File: src/design/graph_adjacency_code_decoder_defines.svh
// Assertion macros shared by the graph adjacency code decoder modules.
// Each macro expects signals named clock and reset in the including module.
`ifndef GRAPH_ADJACENCY_CODE_DECODER_DEFINES_SVH
`define GRAPH_ADJACENCY_CODE_DECODER_DEFINES_SVH

// Condition holds at every edge outside reset.
`define GACD_ASSERT_ALWAYS(label, cond, msg) \
   label: assert property (@(posedge clock) disable iff (reset) (cond)) else $error(msg);

// Consequent holds in the same cycle as the antecedent.
`define GACD_ASSERT_IMPL(label, ante, cons, msg) \
   label: assert property (@(posedge clock) disable iff (reset) (ante) |-> (cons)) \
      else $error(msg);

// Consequent holds in the cycle after the antecedent.
`define GACD_ASSERT_NEXT(label, ante, cons, msg) \
   label: assert property (@(posedge clock) disable iff (reset) (ante) |=> (cons)) \
      else $error(msg);

`endif

File: src/design/gacd_pkg.sv
// Shared types and constants of the graph adjacency code decoder.
// No dependencies.
package gacd_pkg;

   localparam int BYTE_W      = 8;
   localparam int WORD_W      = 16;
   localparam int KIND_W      = 3;
   localparam int CSR_IDX_W   = 2;
   localparam int CSR_DATA_W  = 16;
   localparam int QUEUE_DEPTH = 2;
   localparam int QPTR_W      = $clog2(QUEUE_DEPTH);
   localparam int QCNT_W      = $clog2(QUEUE_DEPTH + 1);

   localparam logic [KIND_W-1:0] KIND_EDGE      = 3'd0;
   localparam logic [KIND_W-1:0] KIND_SEMI      = 3'd1;
   localparam logic [KIND_W-1:0] KIND_END       = 3'd2;
   localparam logic [KIND_W-1:0] KIND_ORDER_ERR = 3'd3;
   localparam logic [KIND_W-1:0] KIND_ENTRY_ERR = 3'd4;

   localparam logic [CSR_IDX_W-1:0] CSR_DEFAULT_BE = 2'd0;
   localparam logic [CSR_IDX_W-1:0] CSR_MAX_ORDER  = 2'd1;

   localparam logic [WORD_W-1:0] MAX_ORDER_RESET = 16'd32;

   // Classified value handed from the front to the back.
   typedef struct packed {
      logic              is_order;
      logic [WORD_W-1:0] value;
      logic [WORD_W-1:0] vertex;
      logic [WORD_W-1:0] order;
   } tok_type;

endpackage

File: src/design/gacd_ifs.sv
// Channel interfaces of the graph adjacency code decoder.
// Depends on gacd_pkg.
interface gacd_req_if;
   logic                       valid;
   logic                       ready;
   logic [gacd_pkg::BYTE_W-1:0] in_byte;
   modport source (output valid, output in_byte, input ready);
   modport sink (input valid, input in_byte, output ready);
endinterface

interface gacd_rsp_if;
   logic                       valid;
   logic                       ready;
   logic [gacd_pkg::KIND_W-1:0] kind;
   logic [gacd_pkg::WORD_W-1:0] vertex_a;
   logic [gacd_pkg::WORD_W-1:0] vertex_b;
   logic [gacd_pkg::WORD_W-1:0] graph_order;
   modport source (output valid, output kind, output vertex_a, output vertex_b,
                   output graph_order, input ready);
   modport sink (input valid, input kind, input vertex_a, input vertex_b,
                 input graph_order, output ready);
endinterface

interface gacd_csr_if;
   logic                           valid;
   logic                           ready;
   logic [gacd_pkg::CSR_IDX_W-1:0]  index;
   logic [gacd_pkg::CSR_DATA_W-1:0] data;
   modport source (output valid, output index, output data, input ready);
   modport sink (input valid, input index, input data, output ready);
endinterface

File: src/design/gacd_front.sv
// Front of the decoder: header parsing, byte pairing and graph framing.
// Depends on gacd_pkg; pushes classified values into the queue.
module gacd_front (
   input  logic                        clock,
   input  logic                        reset,
   input  logic                        byte_valid,
   input  logic [gacd_pkg::BYTE_W-1:0] byte_data,
   input  logic                        default_be,
   input  logic [gacd_pkg::WORD_W-1:0] max_order,
   output logic                        push,
   output gacd_pkg::tok_type           push_tok
);

   localparam logic [2:0] PH_HDR_FIRST  = 3'd0;
   localparam logic [2:0] PH_HDR_SECOND = 3'd1;
   localparam logic [2:0] PH_HDR_SKIP   = 3'd2;
   localparam logic [2:0] PH_ORDER      = 3'd3;
   localparam logic [2:0] PH_ORDER_HI   = 3'd4;
   localparam logic [2:0] PH_ORDER_LO   = 3'd5;
   localparam logic [2:0] PH_ENTRY      = 3'd6;
   localparam logic [2:0] PH_ENTRY_LO   = 3'd7;

   localparam logic [gacd_pkg::BYTE_W-1:0] CH_L  = 8'h6C;
   localparam logic [gacd_pkg::BYTE_W-1:0] CH_B  = 8'h62;
   localparam logic [gacd_pkg::BYTE_W-1:0] CH_E  = 8'h65;
   localparam logic [gacd_pkg::BYTE_W-1:0] CH_LT = 8'h3C;

   logic [2:0]                  phase_ff, phase_in;
   logic [gacd_pkg::BYTE_W-1:0] last_ff, last_in;
   logic                        big_ff, big_in;
   logic                        two_ff, two_in;
   logic [gacd_pkg::BYTE_W-1:0] pending_ff, pending_in;
   logic [gacd_pkg::WORD_W-1:0] order_ff, order_in;
   logic [gacd_pkg::WORD_W-1:0] vertex_ff, vertex_in;
   logic                        halted_ff, halted_in;

   logic [gacd_pkg::WORD_W-1:0] word;
   logic [gacd_pkg::WORD_W-1:0] byte_word;
   logic [gacd_pkg::WORD_W-1:0] ord_n;
   logic [gacd_pkg::WORD_W-1:0] ent_v;
   logic [gacd_pkg::WORD_W:0]   ent_np1;
   logic [gacd_pkg::WORD_W-1:0] vertex_inc;
   logic                        is_space;
   logic                        lt_pair;
   logic                        do_start;
   logic                        do_take;

   assign word       = big_ff ? {pending_ff, byte_data} : {byte_data, pending_ff};
   assign byte_word  = {{(gacd_pkg::WORD_W-gacd_pkg::BYTE_W){1'b0}}, byte_data};
   assign ord_n      = (phase_ff == PH_ORDER_LO) ? word : byte_word;
   assign ent_v      = (phase_ff == PH_ENTRY_LO) ? word : byte_word;
   assign ent_np1    = {1'b0, order_ff} + 1'b1;
   assign vertex_inc = vertex_ff + 1'b1;
   assign is_space   = (byte_data == 8'h20) || ((byte_data >= 8'h09) && (byte_data <= 8'h0D));
   assign lt_pair    = (last_ff == CH_LT) && (byte_data == CH_LT);

   always_comb begin
      phase_in   = phase_ff;
      last_in    = last_ff;
      big_in     = big_ff;
      two_in     = two_ff;
      pending_in = pending_ff;
      order_in   = order_ff;
      vertex_in  = vertex_ff;
      halted_in  = halted_ff;
      do_start   = 1'b0;
      do_take    = 1'b0;
      push       = 1'b0;
      push_tok   = '{is_order: 1'b0, value: ent_v, vertex: vertex_ff, order: order_ff};

      if (byte_valid && !halted_ff) begin
         unique case (phase_ff)
            PH_HDR_FIRST: begin
               if (!is_space) begin
                  last_in  = byte_data;
                  phase_in = PH_HDR_SECOND;
               end
            end
            PH_HDR_SECOND: begin
               priority if (last_ff == CH_L && byte_data == CH_E) begin
                  big_in = 1'b0;
               end else if (last_ff == CH_B && byte_data == CH_E) begin
                  big_in = 1'b1;
               end else begin
                  big_in = default_be;
               end
               phase_in = lt_pair ? PH_ORDER : PH_HDR_SKIP;
               last_in  = byte_data;
            end
            PH_HDR_SKIP: begin
               if (lt_pair) begin
                  phase_in = PH_ORDER;
               end
               last_in = byte_data;
            end
            PH_ORDER: begin
               if (byte_data == '0) begin
                  two_in   = 1'b1;
                  phase_in = PH_ORDER_HI;
               end else begin
                  two_in   = 1'b0;
                  do_start = 1'b1;
               end
            end
            PH_ORDER_HI: begin
               pending_in = byte_data;
               phase_in   = PH_ORDER_LO;
            end
            PH_ORDER_LO: begin
               do_start = 1'b1;
            end
            PH_ENTRY: begin
               if (two_ff) begin
                  pending_in = byte_data;
                  phase_in   = PH_ENTRY_LO;
               end else begin
                  do_take = 1'b1;
               end
            end
            PH_ENTRY_LO: begin
               do_take = 1'b1;
            end
         endcase
      end

      if (do_start) begin
         push_tok = '{is_order: 1'b1, value: ord_n, vertex: '0, order: ord_n};
         if (ord_n > max_order) begin
            halted_in = 1'b1;
            push      = 1'b1;
         end else begin
            order_in  = ord_n;
            vertex_in = '0;
            if (ord_n == '0) begin
               phase_in = PH_ORDER;
               push     = 1'b1;
            end else begin
               phase_in = PH_ENTRY;
            end
         end
      end

      if (do_take) begin
         phase_in = PH_ENTRY;
         if (ent_v == '0) begin
            vertex_in = vertex_inc;
            if (vertex_inc >= order_ff) begin
               phase_in = PH_ORDER;
               push     = 1'b1;
            end
         end else begin
            push = 1'b1;
            if ({1'b0, ent_v} > ent_np1) begin
               halted_in = 1'b1;
            end
         end
      end
   end

   always_ff @(posedge clock) begin
      if (reset) begin
         phase_ff  <= PH_HDR_FIRST;
         last_ff   <= '0;
         big_ff    <= 1'b0;
         two_ff    <= 1'b0;
         order_ff  <= '0;
         vertex_ff <= '0;
         halted_ff <= 1'b0;
      end else begin
         phase_ff  <= phase_in;
         last_ff   <= last_in;
         big_ff    <= big_in;
         two_ff    <= two_in;
         order_ff  <= order_in;
         vertex_ff <= vertex_in;
         halted_ff <= halted_in;
      end
   end

   always_ff @(posedge clock) begin
      pending_ff <= pending_in;
   end

endmodule

File: src/design/gacd_queue.sv
// Two-entry queue between the decoder front and back.
// Depends on gacd_pkg and the assertion macro header.
`include "graph_adjacency_code_decoder_defines.svh"

module gacd_queue (
   input  logic              clock,
   input  logic              reset,
   input  logic              push,
   input  gacd_pkg::tok_type push_tok,
   input  logic              pop,
   output logic              full,
   output logic              not_empty,
   output gacd_pkg::tok_type pop_tok
);

   gacd_pkg::tok_type               mem_ff [gacd_pkg::QUEUE_DEPTH];
   logic [gacd_pkg::QPTR_W-1:0]     wr_ptr_ff, wr_ptr_in;
   logic [gacd_pkg::QPTR_W-1:0]     rd_ptr_ff, rd_ptr_in;
   logic [gacd_pkg::QCNT_W-1:0]     count_ff, count_in;

   assign full      = (count_ff == gacd_pkg::QCNT_W'(gacd_pkg::QUEUE_DEPTH));
   assign not_empty = (count_ff != '0);
   assign pop_tok   = mem_ff[rd_ptr_ff];

   always_comb begin
      wr_ptr_in = push ? wr_ptr_ff + 1'b1 : wr_ptr_ff;
      rd_ptr_in = pop ? rd_ptr_ff + 1'b1 : rd_ptr_ff;
      unique case ({push, pop})
         2'b10:   count_in = count_ff + 1'b1;
         2'b01:   count_in = count_ff - 1'b1;
         default: count_in = count_ff;
      endcase
   end

   always_ff @(posedge clock) begin
      if (reset) begin
         wr_ptr_ff <= '0;
         rd_ptr_ff <= '0;
         count_ff  <= '0;
      end else begin
         wr_ptr_ff <= wr_ptr_in;
         rd_ptr_ff <= rd_ptr_in;
         count_ff  <= count_in;
      end
   end

   always_ff @(posedge clock) begin
      if (push) begin
         mem_ff[wr_ptr_ff] <= push_tok;
      end
   end

   `GACD_ASSERT_IMPL(a_no_pop_empty, pop, not_empty, "queue popped while empty")
   `GACD_ASSERT_IMPL(a_no_push_full, push, !full, "queue pushed while full")

endmodule

File: src/design/gacd_back.sv
// Back of the decoder: turns queued values into result transactions.
// Depends on gacd_pkg and the assertion macro header.
`include "graph_adjacency_code_decoder_defines.svh"

module gacd_back (
   input  logic                        clock,
   input  logic                        reset,
   input  logic                        tok_valid,
   input  gacd_pkg::tok_type           tok,
   input  logic [gacd_pkg::WORD_W-1:0] max_order,
   output logic                        pop,
   output logic                        rsp_valid,
   input  logic                        rsp_ready,
   output logic [gacd_pkg::KIND_W-1:0] rsp_kind,
   output logic [gacd_pkg::WORD_W-1:0] rsp_vertex_a,
   output logic [gacd_pkg::WORD_W-1:0] rsp_vertex_b,
   output logic [gacd_pkg::WORD_W-1:0] rsp_graph_order
);

   logic                        valid_ff, valid_in;
   logic [gacd_pkg::KIND_W-1:0] kind_ff, kind_in;
   logic [gacd_pkg::WORD_W-1:0] va_ff, va_in;
   logic [gacd_pkg::WORD_W-1:0] vb_ff, vb_in;
   logic [gacd_pkg::WORD_W-1:0] go_ff, go_in;
   logic [gacd_pkg::WORD_W:0]   np1;
   logic [gacd_pkg::WORD_W:0]   v_ext;

   assign np1   = {1'b0, tok.order} + 1'b1;
   assign v_ext = {1'b0, tok.value};
   assign pop   = tok_valid && (!valid_ff || rsp_ready);

   always_comb begin
      kind_in = gacd_pkg::KIND_END;
      va_in   = '0;
      vb_in   = '0;
      go_in   = tok.order;
      priority if (tok.is_order) begin
         if (tok.value > max_order) begin
            kind_in = gacd_pkg::KIND_ORDER_ERR;
         end else begin
            go_in = '0;
         end
      end else if (tok.value == '0) begin
         kind_in = gacd_pkg::KIND_END;
      end else if (v_ext == np1) begin
         kind_in = gacd_pkg::KIND_SEMI;
         va_in   = tok.vertex;
         vb_in   = tok.order;
      end else if (v_ext > np1) begin
         kind_in = gacd_pkg::KIND_ENTRY_ERR;
      end else begin
         kind_in = gacd_pkg::KIND_EDGE;
         va_in   = tok.vertex;
         vb_in   = tok.value - 1'b1;
      end
      valid_in = pop ? 1'b1 : (valid_ff && !rsp_ready);
   end

   always_ff @(posedge clock) begin
      if (reset) begin
         valid_ff <= 1'b0;
      end else begin
         valid_ff <= valid_in;
      end
   end

   always_ff @(posedge clock) begin
      if (pop) begin
         kind_ff <= kind_in;
         va_ff   <= va_in;
         vb_ff   <= vb_in;
         go_ff   <= go_in;
      end
   end

   assign rsp_valid       = valid_ff;
   assign rsp_kind        = kind_ff;
   assign rsp_vertex_a    = va_ff;
   assign rsp_vertex_b    = vb_ff;
   assign rsp_graph_order = go_ff;

   `GACD_ASSERT_NEXT(a_pop_loads, pop, valid_ff, "popped value did not reach output")
   `GACD_ASSERT_IMPL(a_err_zero, valid_ff && (kind_ff == gacd_pkg::KIND_ORDER_ERR || kind_ff == gacd_pkg::KIND_ENTRY_ERR), va_ff == '0 && vb_ff == '0, "error result carries vertices")
   `GACD_ASSERT_IMPL(a_edge_range, valid_ff && kind_ff == gacd_pkg::KIND_EDGE, vb_ff < go_ff && va_ff < go_ff, "edge vertex out of range")
   `GACD_ASSERT_IMPL(a_semi_order, valid_ff && kind_ff == gacd_pkg::KIND_SEMI, vb_ff == go_ff, "semi-edge without graph order")

endmodule

File: src/design/graph_adjacency_code_decoder.sv
// Graph adjacency code decoder: byte stream in, decoded edges out.
// req_chan carries one stream byte per transaction; rsp_chan carries one result
// (edge, semi-edge, graph end, order error, entry error) per transaction;
// csr_chan writes index 0 (default byte order, 1 = big) and index 1 (max order).
// csr_chan is always ready; write it only while the decoder is idle.
// Throughput: one byte per cycle while the queue is not full. The front classifies a byte
// in the cycle it is accepted and hands any result-producing value to a two-entry queue;
// the back moves it from the queue into the output register once that register is free,
// and the output register drives rsp_chan valid.
// When rsp_chan stalls, the output register holds and the queue fills; req_chan
// ready drops only while the queue is full, and returns as soon as a result
// leaves.
// Reset: synchronous, active high. Clears the header parser, byte order, graph
// framing, queue and output valid, and restores register defaults (little
// endian, max order 32). After an order or entry error every byte is accepted
// and dropped until reset.
module graph_adjacency_code_decoder (
   input  logic              clock,
   input  logic              reset,
   gacd_req_if.sink          req_chan,
   gacd_rsp_if.source        rsp_chan,
   gacd_csr_if.sink          csr_chan
);

   logic                        default_be_ff;
   logic [gacd_pkg::WORD_W-1:0] max_order_ff;
   logic                        push;
   logic                        pop;
   logic                        full;
   logic                        not_empty;
   gacd_pkg::tok_type           push_tok;
   gacd_pkg::tok_type           pop_tok;

   assign csr_chan.ready = 1'b1;
   assign req_chan.ready = !full;

   always_ff @(posedge clock) begin
      if (reset) begin
         default_be_ff <= 1'b0;
         max_order_ff  <= gacd_pkg::MAX_ORDER_RESET;
      end else if (csr_chan.valid) begin
         if (csr_chan.index == gacd_pkg::CSR_DEFAULT_BE) begin
            default_be_ff <= csr_chan.data[0];
         end
         if (csr_chan.index == gacd_pkg::CSR_MAX_ORDER) begin
            max_order_ff <= csr_chan.data[gacd_pkg::WORD_W-1:0];
         end
      end
   end

   gacd_front u_front (
      .clock      (clock),
      .reset      (reset),
      .byte_valid (req_chan.valid && !full),
      .byte_data  (req_chan.in_byte),
      .default_be (default_be_ff),
      .max_order  (max_order_ff),
      .push       (push),
      .push_tok   (push_tok)
   );

   gacd_queue u_queue (
      .clock     (clock),
      .reset     (reset),
      .push      (push),
      .push_tok  (push_tok),
      .pop       (pop),
      .full      (full),
      .not_empty (not_empty),
      .pop_tok   (pop_tok)
   );

   gacd_back u_back (
      .clock           (clock),
      .reset           (reset),
      .tok_valid       (not_empty),
      .tok             (pop_tok),
      .max_order       (max_order_ff),
      .pop             (pop),
      .rsp_valid       (rsp_chan.valid),
      .rsp_ready       (rsp_chan.ready),
      .rsp_kind        (rsp_chan.kind),
      .rsp_vertex_a    (rsp_chan.vertex_a),
      .rsp_vertex_b    (rsp_chan.vertex_b),
      .rsp_graph_order (rsp_chan.graph_order)
   );

endmodule

File: src/flat_wrapper.sv
// flat-port wrapper written by rule: the top's interface ports become plain ports
module graph_adjacency_code_decoder_flat 
  (clock, reset, req_chan_valid, req_chan_in_byte, req_chan_ready, rsp_chan_valid, rsp_chan_kind, rsp_chan_vertex_a, rsp_chan_vertex_b, rsp_chan_graph_order, rsp_chan_ready, csr_chan_valid, csr_chan_index, csr_chan_data, csr_chan_ready);
  gacd_req_if req_chan_i ();
  gacd_rsp_if rsp_chan_i ();
  gacd_csr_if csr_chan_i ();
  input  logic clock;
  input  logic reset;
  input wire logic [$bits(req_chan_i.valid)-1:0] req_chan_valid;
  input wire logic [$bits(req_chan_i.in_byte)-1:0] req_chan_in_byte;
  output wire logic [$bits(req_chan_i.ready)-1:0] req_chan_ready;
  output wire logic [$bits(rsp_chan_i.valid)-1:0] rsp_chan_valid;
  output wire logic [$bits(rsp_chan_i.kind)-1:0] rsp_chan_kind;
  output wire logic [$bits(rsp_chan_i.vertex_a)-1:0] rsp_chan_vertex_a;
  output wire logic [$bits(rsp_chan_i.vertex_b)-1:0] rsp_chan_vertex_b;
  output wire logic [$bits(rsp_chan_i.graph_order)-1:0] rsp_chan_graph_order;
  input wire logic [$bits(rsp_chan_i.ready)-1:0] rsp_chan_ready;
  input wire logic [$bits(csr_chan_i.valid)-1:0] csr_chan_valid;
  input wire logic [$bits(csr_chan_i.index)-1:0] csr_chan_index;
  input wire logic [$bits(csr_chan_i.data)-1:0] csr_chan_data;
  output wire logic [$bits(csr_chan_i.ready)-1:0] csr_chan_ready;
  assign req_chan_i.valid = req_chan_valid;
  assign req_chan_i.in_byte = req_chan_in_byte;
  assign req_chan_ready = req_chan_i.ready;
  assign rsp_chan_valid = rsp_chan_i.valid;
  assign rsp_chan_kind = rsp_chan_i.kind;
  assign rsp_chan_vertex_a = rsp_chan_i.vertex_a;
  assign rsp_chan_vertex_b = rsp_chan_i.vertex_b;
  assign rsp_chan_graph_order = rsp_chan_i.graph_order;
  assign rsp_chan_i.ready = rsp_chan_ready;
  assign csr_chan_i.valid = csr_chan_valid;
  assign csr_chan_i.index = csr_chan_index;
  assign csr_chan_i.data = csr_chan_data;
  assign csr_chan_ready = csr_chan_i.ready;
  graph_adjacency_code_decoder u_core (.clock(clock), .reset(reset), .req_chan(req_chan_i), .rsp_chan(rsp_chan_i), .csr_chan(csr_chan_i));
endmodule
File: config.mk
export PLATFORM = sky130hd
export DESIGN_NAME = graph_adjacency_code_decoder_flat
export DESIGN_NICKNAME = d
export VERILOG_FILES = /design/src/design/gacd_pkg.sv /design/src/design/gacd_ifs.sv /design/src/design/gacd_front.sv /design/src/design/gacd_queue.sv /design/src/design/gacd_back.sv /design/src/design/graph_adjacency_code_decoder.sv /design/src/flat_wrapper.sv
export VERILOG_INCLUDE_DIRS = /design/src /design/src/design
export SDC_FILE = /design/constraint.sdc
export NUM_CORES = 1
export LEC_CHECK = 0
export BUFFER_PORTS_ARGS = -buffer_cell sky130_fd_sc_hd__buf_2
export CORE_ASPECT_RATIO = 1.2
export CORE_MARGIN = 3
export CORE_UTILIZATION = 61
export DETAILED_ROUTE_END_ITERATION = 10
export PLACE_DENSITY = 0.8
export SLEW_MARGIN = 10
export SYNTH_ARGS = -nofsm -noshare
export SYNTH_HDL_FRONTEND = slang
export SYNTH_SLANG_ARGS = --single-unit
export TNS_END_PERCENT = 30
File: constraint.sdc
create_clock -name clock -period 6.9 [get_ports clock]
set_input_delay 1.38 -clock clock [delete_from_list [all_inputs] [get_ports clock]]
set_output_delay 1.38 -clock clock [all_outputs]
set_load 0.005 [all_outputs]
Word level (Yosys, flattened, before mapping)
Memory sizes are Yosys's and may differ from the RTL's. A register that Yosys moved wholly into a read port is not among the register bits.
Cells that the tools add are included.
{"block": "word_totals", "ramBits": 98, "n_memories": 1, "word_cells": 150, "romBits": 0, "latchBits": 0, "in_bits": 31, "output_inout_bits": 54, "ff_bits": 127}
{"memory": "u_core.u_queue.mem_ff", "depth": 2, "word_bits": 49, "read_ports": 1, "rd_clocked_by_memory_dff": 1, "write_ports": 1, "line_no": "gacd_queue.sv:16", "source": "gacd_pkg::tok_type mem_ff [gacd_pkg::QUEUE_DEPTH];"}
{"block": "classes", "mux": 62, "n_eq_ne": 20, "bitwise": 1, "n_div": 0, "n_addsub": 8, "order_cmp": 7, "n_reduce_logical": 33, "shifts": 0, "n_mul": 0}
{"op": "16-bit two-way mux", "n": 13}
{"op": "49-bit two-way mux", "n": 1}
{"op": "16-bit zero test", "n": 3}
{"op": "3-bit two-way mux", "n": 15}
{"op": "16-bit by 1-bit adder with 17-bit output, second input constant", "n": 2}
{"op": "16-bit by 17-bit > comparator with 1-bit output", "n": 2}
{"op": "16-bit > comparator", "n": 2}
{"op": "8-bit one-hot mux with 2 select lines", "n": 2}
{"op": "1-bit two-way mux", "n": 25}
{"op": "8-bit by 6-bit equality test with 1-bit output, second input constant", "n": 3}
{"op": "8-bit by 7-bit equality test with 1-bit output, second input constant", "n": 3}
{"op": "3-bit one-hot mux with 6 select lines", "n": 1}
{"op": "16-bit by 17-bit equality test with 1-bit output", "n": 1}
{"op": "16-bit by 1-bit adder with 16-bit output, second input constant", "n": 1}
{"op": "16-bit >= comparator", "n": 1}
{"op": "8-bit two-way mux", "n": 2}
{"op": "16-bit by 1-bit subtractor with 16-bit output, second input constant", "n": 1}
{"op": "3-bit equality test, second input constant", "n": 4}
{"op": "2-bit AND reduction", "n": 5}
{"op": "8-bit by 4-bit >= comparator with 1-bit output, second input constant", "n": 1}
{"op": "8-bit by 4-bit less-or-equal comparator with 1-bit output, second input constant", "n": 1}
{"op": "1-bit logical AND", "n": 8}
{"op": "8-bit zero test", "n": 1}
{"op": "2-bit nonzero test", "n": 4}
{"op": "other kinds (17)", "n": 29}

Longest topological paths before layout
{"block": "depth", "word_depth": 11, "mapped_depth": 20, "ltp_nobuf": 16}

Cells and area by module
A second synthesis with hierarchy kept.
{"block": "hier_totals", "cells_unflattened": 1231, "area_unflattened_um2": 12826.1}
{"mod": "gacd_front", "instances": 1, "area_each_um2": 4847.1, "cells_each": 613, "seq_area_each_um2": 1161.1}
{"mod": "gacd_queue", "instances": 1, "area_each_um2": 3732.3, "cells_each": 174, "seq_area_each_um2": 3042.9}
{"mod": "gacd_back", "instances": 1, "area_each_um2": 3454.6, "cells_each": 366, "seq_area_each_um2": 1551.5}
{"mod": "graph_adjacency_code_decoder", "instances": 1, "area_each_um2": 792.0, "cells_each": 78, "seq_area_each_um2": 340.3}

Least setup slack after synthesis
Ideal clock, no wire load.
{"block": "synth_timing", "kind": "register to register", "from": "reg u_core.u_front.vertex_ff[2] in the netlist's numbering", "to": "mem u_core.u_queue.mem_ff[1][0] in the netlist's numbering, enable pin", "path_buffers": 2, "required_ns": 6.437, "period_less_slack_ns": 5.519, "arrival_ns": 5.056, "path_slack_ns": 1.381, "stages_incl_launch_ff": 15, "path_cell_list": "dfxtp_1 -> buf_2 -> nand3_1 -> or4_4 -> or2_2 -> buf_2 -> nor2_4 -> nand3_1 -> xnor2_1 -> ha_1 -> and4_1 -> o21ai_0 -> o21ai_0 -> a221oi_2 -> nor2b_1"}
{"block": "synth_between", "elab_chain_len": 7}
{"item": "from (decl)", "line_no": "gacd_front.sv:34", "source": "logic [gacd_pkg::WORD_W-1:0] vertex_ff, vertex_in;"}
{"item": "from (signal assigned)", "line_no": "gacd_front.sv:175", "source": "vertex_ff <= vertex_in;"}
{"item": "16-bit by 1-bit adder with 16-bit output", "line_no": "gacd_front.sv:53", "source": "assign vertex_inc = vertex_ff + 1'b1;"}
{"item": "16-bit >= comparator", "line_no": "gacd_front.sv:147", "source": "if (vertex_inc >= order_ff) begin"}
{"item": "1-bit two-way mux", "line_no": "gacd_front.sv:147"}
{"item": "1-bit two-way mux", "line_no": "gacd_front.sv:145", "source": "if (ent_v == '0) begin"}
{"item": "1-bit two-way mux", "line_no": "gacd_front.sv:143", "source": "if (do_take) begin"}
{"item": "1-bit two-way mux", "line_no": "gacd_queue.sv:48", "source": "if (push) begin"}
{"item": "1-bit two-way mux (not written as such)", "line_no": "gacd_queue.sv:49", "source": "mem_ff[wr_ptr_ff] <= push_tok;"}
{"item": "to (decl)", "line_no": "gacd_queue.sv:16"}
No other way between the ends.

Final worst setup path
{"block": "layout_timing", "from": "reg u_core.u_front.vertex_ff[0] in the netlist's numbering", "to": "reg u_core.u_queue.count_ff[1] in the netlist's numbering"}
{"block": "layout_between", "elab_chain_len": 7, "elab_cells_between_ends": 9, "classes_between": "add/sub: 1; order compare: 1; eq/ne: 2; mux: 4; reduce/logical: 1"}
{"item": "16-bit by 1-bit adder with 16-bit output *", "line_no": "gacd_front.sv:53"}
{"item": "16-bit >= comparator *", "line_no": "gacd_front.sv:147"}
{"item": "1-bit two-way mux *", "line_no": "gacd_front.sv:147"}
{"item": "1-bit two-way mux *", "line_no": "gacd_front.sv:145"}
{"item": "1-bit two-way mux *", "line_no": "gacd_front.sv:143"}
{"item": "2-bit by 1-bit equality test with 1-bit output / 2-bit equality test (equally long branches)", "line_no": "gacd_queue.sv:28", "source": "unique case ({push, pop})"}
{"item": "2-bit one-hot mux with 2 select lines / 2-bit nonzero test (equally long branches)"}
{"item": "to (signal assigned)", "line_no": "gacd_queue.sv:43", "source": "count_ff <= count_in;"}
{"item": "to (decl)", "line_no": "gacd_queue.sv:19", "source": "logic [gacd_pkg::QCNT_W-1:0] count_ff, count_in;"}
Every way passes the cells marked *; elsewhere a longest branch is shown, timed or not.
A chain may end at the register's enable or synchronous reset.

==> impl_metrics.yaml <==
status:
  outcome: "finished, final reports clean"
placement:
  io_buffers: 83
  place_congestion: 0.929
  dpl-instance-area_mm2: 0.0131
  dp_slack_ps: 1950
  hpwl_um: 21700
drt:
  postRouteAntennaNets: 0
  firstDrtPassIters: 6
  routed_wl_um: 29800
  wl_per_cell_um: 19.6
  vias_per_cell: 6.10
  num_vias: 9265
  drc: 0
  drtIter0Drc: 729
worst_setup_path:
  worstPathCellList: "nand3_1 -> or4_4 -> or2_2 -> nor2_4 -> xor2_1 -> ha_1 -> a21o_1 -> a21o_1 -> a2111oi_0 -> o21ai_0 -> a221oi_2 -> ha_1 -> or3_1 -> a21oi_1"
  worst_ep_required_time_ps: 7340
  critical_path.startpoint: "u_core.u_front.vertex_ff[0]"
  worstSetupPathType: "flop to flop"
  crit_path_top_delay_cell: "a221oi_2"
  worstPathArrival_ps: 5330
  max_stage_delay_ps: 620
  cp-end-kind: "flop"
  r2r-start: "u_core.u_front.vertex_ff[0]"
  start_kind: "flop"
  cp_max_fo: 7
clock_network:
  ctsHtreeMaxLevel: 1
  cts_setup_buffers: 0
  cts_sinks: 226
  cts_buffers: 23
  cts_root_buf: "clkbuf_16"
  cts_resized: 0
  clkLatencyLatePin_ps: 510
  hold_buffers: 0
  cts.clk_slew.worst_paths_ps: 70
  tritoncts: "done"
  clock_path_buffers: 3
global_routing:
  grt_pass1_wl_um: 47300
  grt_pass1_vias: 9002
  grt_use_total_pct: 27.0
  grt_max_degree: 68
  antenna_found_initial: 0
  grt.overflow.total: 0
worst_hold_path:
  hp-start: "u_core.max_order_ff[15]"
  hold_class: "flop to flop"
sta:
  worst_slew_pin_slew_ps: 1110
  setup_tns_ps: 0
  finalSetupViolations: 0
  slew_headroom_pct: 25.6
  drv_slew: 0
  skew_ps: 16.8
  finalCritPeriodShare_pct: 70.8
  rsz0062_at_grt: "no"
  hold_viol: 0
  fin_crit_ps: 4880
  fin_ws_ps: 2020
  clock.fmax_mhz: 205
floorplanning:
  die_h_um: 163
  initial_core_util_pct: 62.9
  die_area_mm2: 0.0222
  num_rows: 56
  core_area_mm2: 0.0198
  io_pins: 85
  die_w_um: 137
cells_and_area:
  finalNetCount: 1357
  drive_above_1_share_pct: 14.6
  diodes: 0
  area_delta_synth_final_pct: 10.3
  fin_area_mm2: 0.0138
yosys:
  ys_types: 79
  ys_seq_elements: 226
  synth_nets: 1287
  syn_avg_cell_area_um2: 10.7
  syn_inst: 1171
  synth_edf_count: 157
  mappedNetlistArea_mm2: 0.0125
  ys.flop_type: "edfxtp_1"
  async_reset_ff_share_pct: 0
  ys.warnings.count: 0
  synth_seq_area_share_pct: 48.8
pwr:
  peakVddDrop_mv: 0.251
  switchingPower_mw: 1.05
  power.density_mw_per_mm2: 259
  p_int_mw: 2.51
  comb_power_share_pct: 21.4
  leakagePower_nw: 5.07
  p_sw_share_pct: 29.4
  fin_total_pwr_mw: 3.56
  p_clk_share_pct: 32.4
  seq_power_share_pct: 46.2
flow_run:
  cap_violations: 0
registers in the layout (all words and copies together) (netlist names), 2 cells and up, named ones only:
name,cells
u_core.max_order_ff,16
u_core.u_front.last_ff,8
u_core.u_front.phase_ff,3
u_core.u_back.rsp_vertex_a,16
u_core.u_front.vertex_ff,16
u_core.u_queue.count_ff,2
u_core.u_back.rsp_graph_order,16
u_core.u_queue.mem_ff,98
u_core.u_back.rsp_vertex_b,16
u_core.u_front.pending_ff,8
u_core.u_back.rsp_kind,3
u_core.u_front.order_ff,16
final timing paths:
check / slack (ps) / depth (start not counted) / end
min reg2reg: 450 / 2 / u_core.max_order_ff[15]
max: 2020 / 14 / u_core.u_queue.count_ff[1]
max reg2reg: 2020 / 14 / u_core.u_queue.count_ff[1]
min: 450 / 2 / u_core.max_order_ff[15]
cells in the final DEF (no fill, tap or decap), drive strengths merged, types with 15 or more instances in the layout:
cell,n
xor2,17
a21oi,82
o22ai,16
mux2i,76
nand2,90
nor2,138
ha,85
clkbuf,28
a21o,15
nand4,17
mux2,20
xnor2,42
dfxtp,69
nand3,29
o21ai,44
and2,19
buf,94
nor3,22
inv,59
edfxtp,157
power groups by stage:
stage / sequential [mW] / combinational, mW / clock [mW]
2_1_floorplan: 1.66 / 0.552 / 0
3_3_place_gp: 1.67 / 0.729 / 0
3_5_place_dp: 1.67 / 0.749 / 0
5_1_grt: 1.66 / 0.844 / 1.22
6_report: 1.65 / 0.761 / 1.15
4_1_cts: 1.65 / 0.757 / 1.16
cell families after synthesis:
group / count (synthesis) / synth area share (%)
muxes: 96 / 7.93
AOI/OAI and AO/OA: 215 / 11.4
xor gates and xnor gates: 59 / 4.14
DFF: 226 / 48.8
other: 1 / 0.0300
and+or+nand+nor: 384 / 15.4
buffers and inverters: 105 / 3.79
adders and majority gates: 85 / 8.52
cells in the mapped netlist, types with 3 or more instances:
cell type,count,share of area [%]
edfxtp_1,157,38
nor2_1,137,4.1
nand2_1,88,2.6
ha_1,85,8.5
a21oi_1,82,3.3
mux2i_1,75,6.0
dfxtp_1,69,11
inv_1,56,1.7
xnor2_1,42,2.9
o21ai_0,40,1.6
clkbuf_1,30,0.90
nand3_1,26,1.0
mux2_2,20,1.8
and2_1,19,0.95
nor3_1,19,0.76
nand4_1,17,0.85
xor2_1,17,1.2
a21o_1,15,0.90
a311oi_1,13,0.91
nor4_1,13,0.65
buf_2,10,0.40
o22ai_1,10,0.50
nor2b_1,8,0.40
a211oi_1,7,0.42
nand2b_1,6,0.30
nand3b_1,6,0.36
o22ai_2,6,0.60
o21a_1,5,0.30
or2_2,5,0.25
and4_1,4,0.28
buf_6,4,0.36
nand4b_1,4,0.28
nor3b_1,4,0.24
o21ai_1,4,0.16
a2111oi_0,3,0.21
a31oi_1,3,0.15
and3_1,3,0.15
o211ai_1,3,0.18
per-stage QoR:
stage               cells  util, %  hold slack, ps
detailed placement   1477     66.0             447
CTS                  1519     69.4             455
global placement     1477     66.0             442
floorplan            1171        -             436
global route         1519     69.4             475
finish               1519     69.4             453
layer usage:
layer	routed length, µm	GRT usage, %
met3	1680	3.28
met5	0	0
met2	14200	44.4
met4	1420	12.6
met1	12500	35.8
final cells by class:
class                           instances  area, µm²
Clock buffer                           28        604
Clock inverter                         14       82.6
Fill cell                            1478       6060
Inverter                               56        210
Multi-Input combinational cell        840       5950
Sequential cell                       226       6100
Tap cell                              261        327
Timing Repair Buffer                   94        498
worst max-delay path, delay by kind of cell (launching register included):
| family | cells | cell delay, ps |
|---|---|---|
| AOI/OAI and AO/OA | 6 | 1760 |
| xor gates and xnor gates | 1 | 180 |
| adders and majority gates | 2 | 640 |
| DFF | 1 | 480 |
| and+or+nand+nor | 5 | 1760 |
No activity file was read; power rests on OpenSTA's default activity.
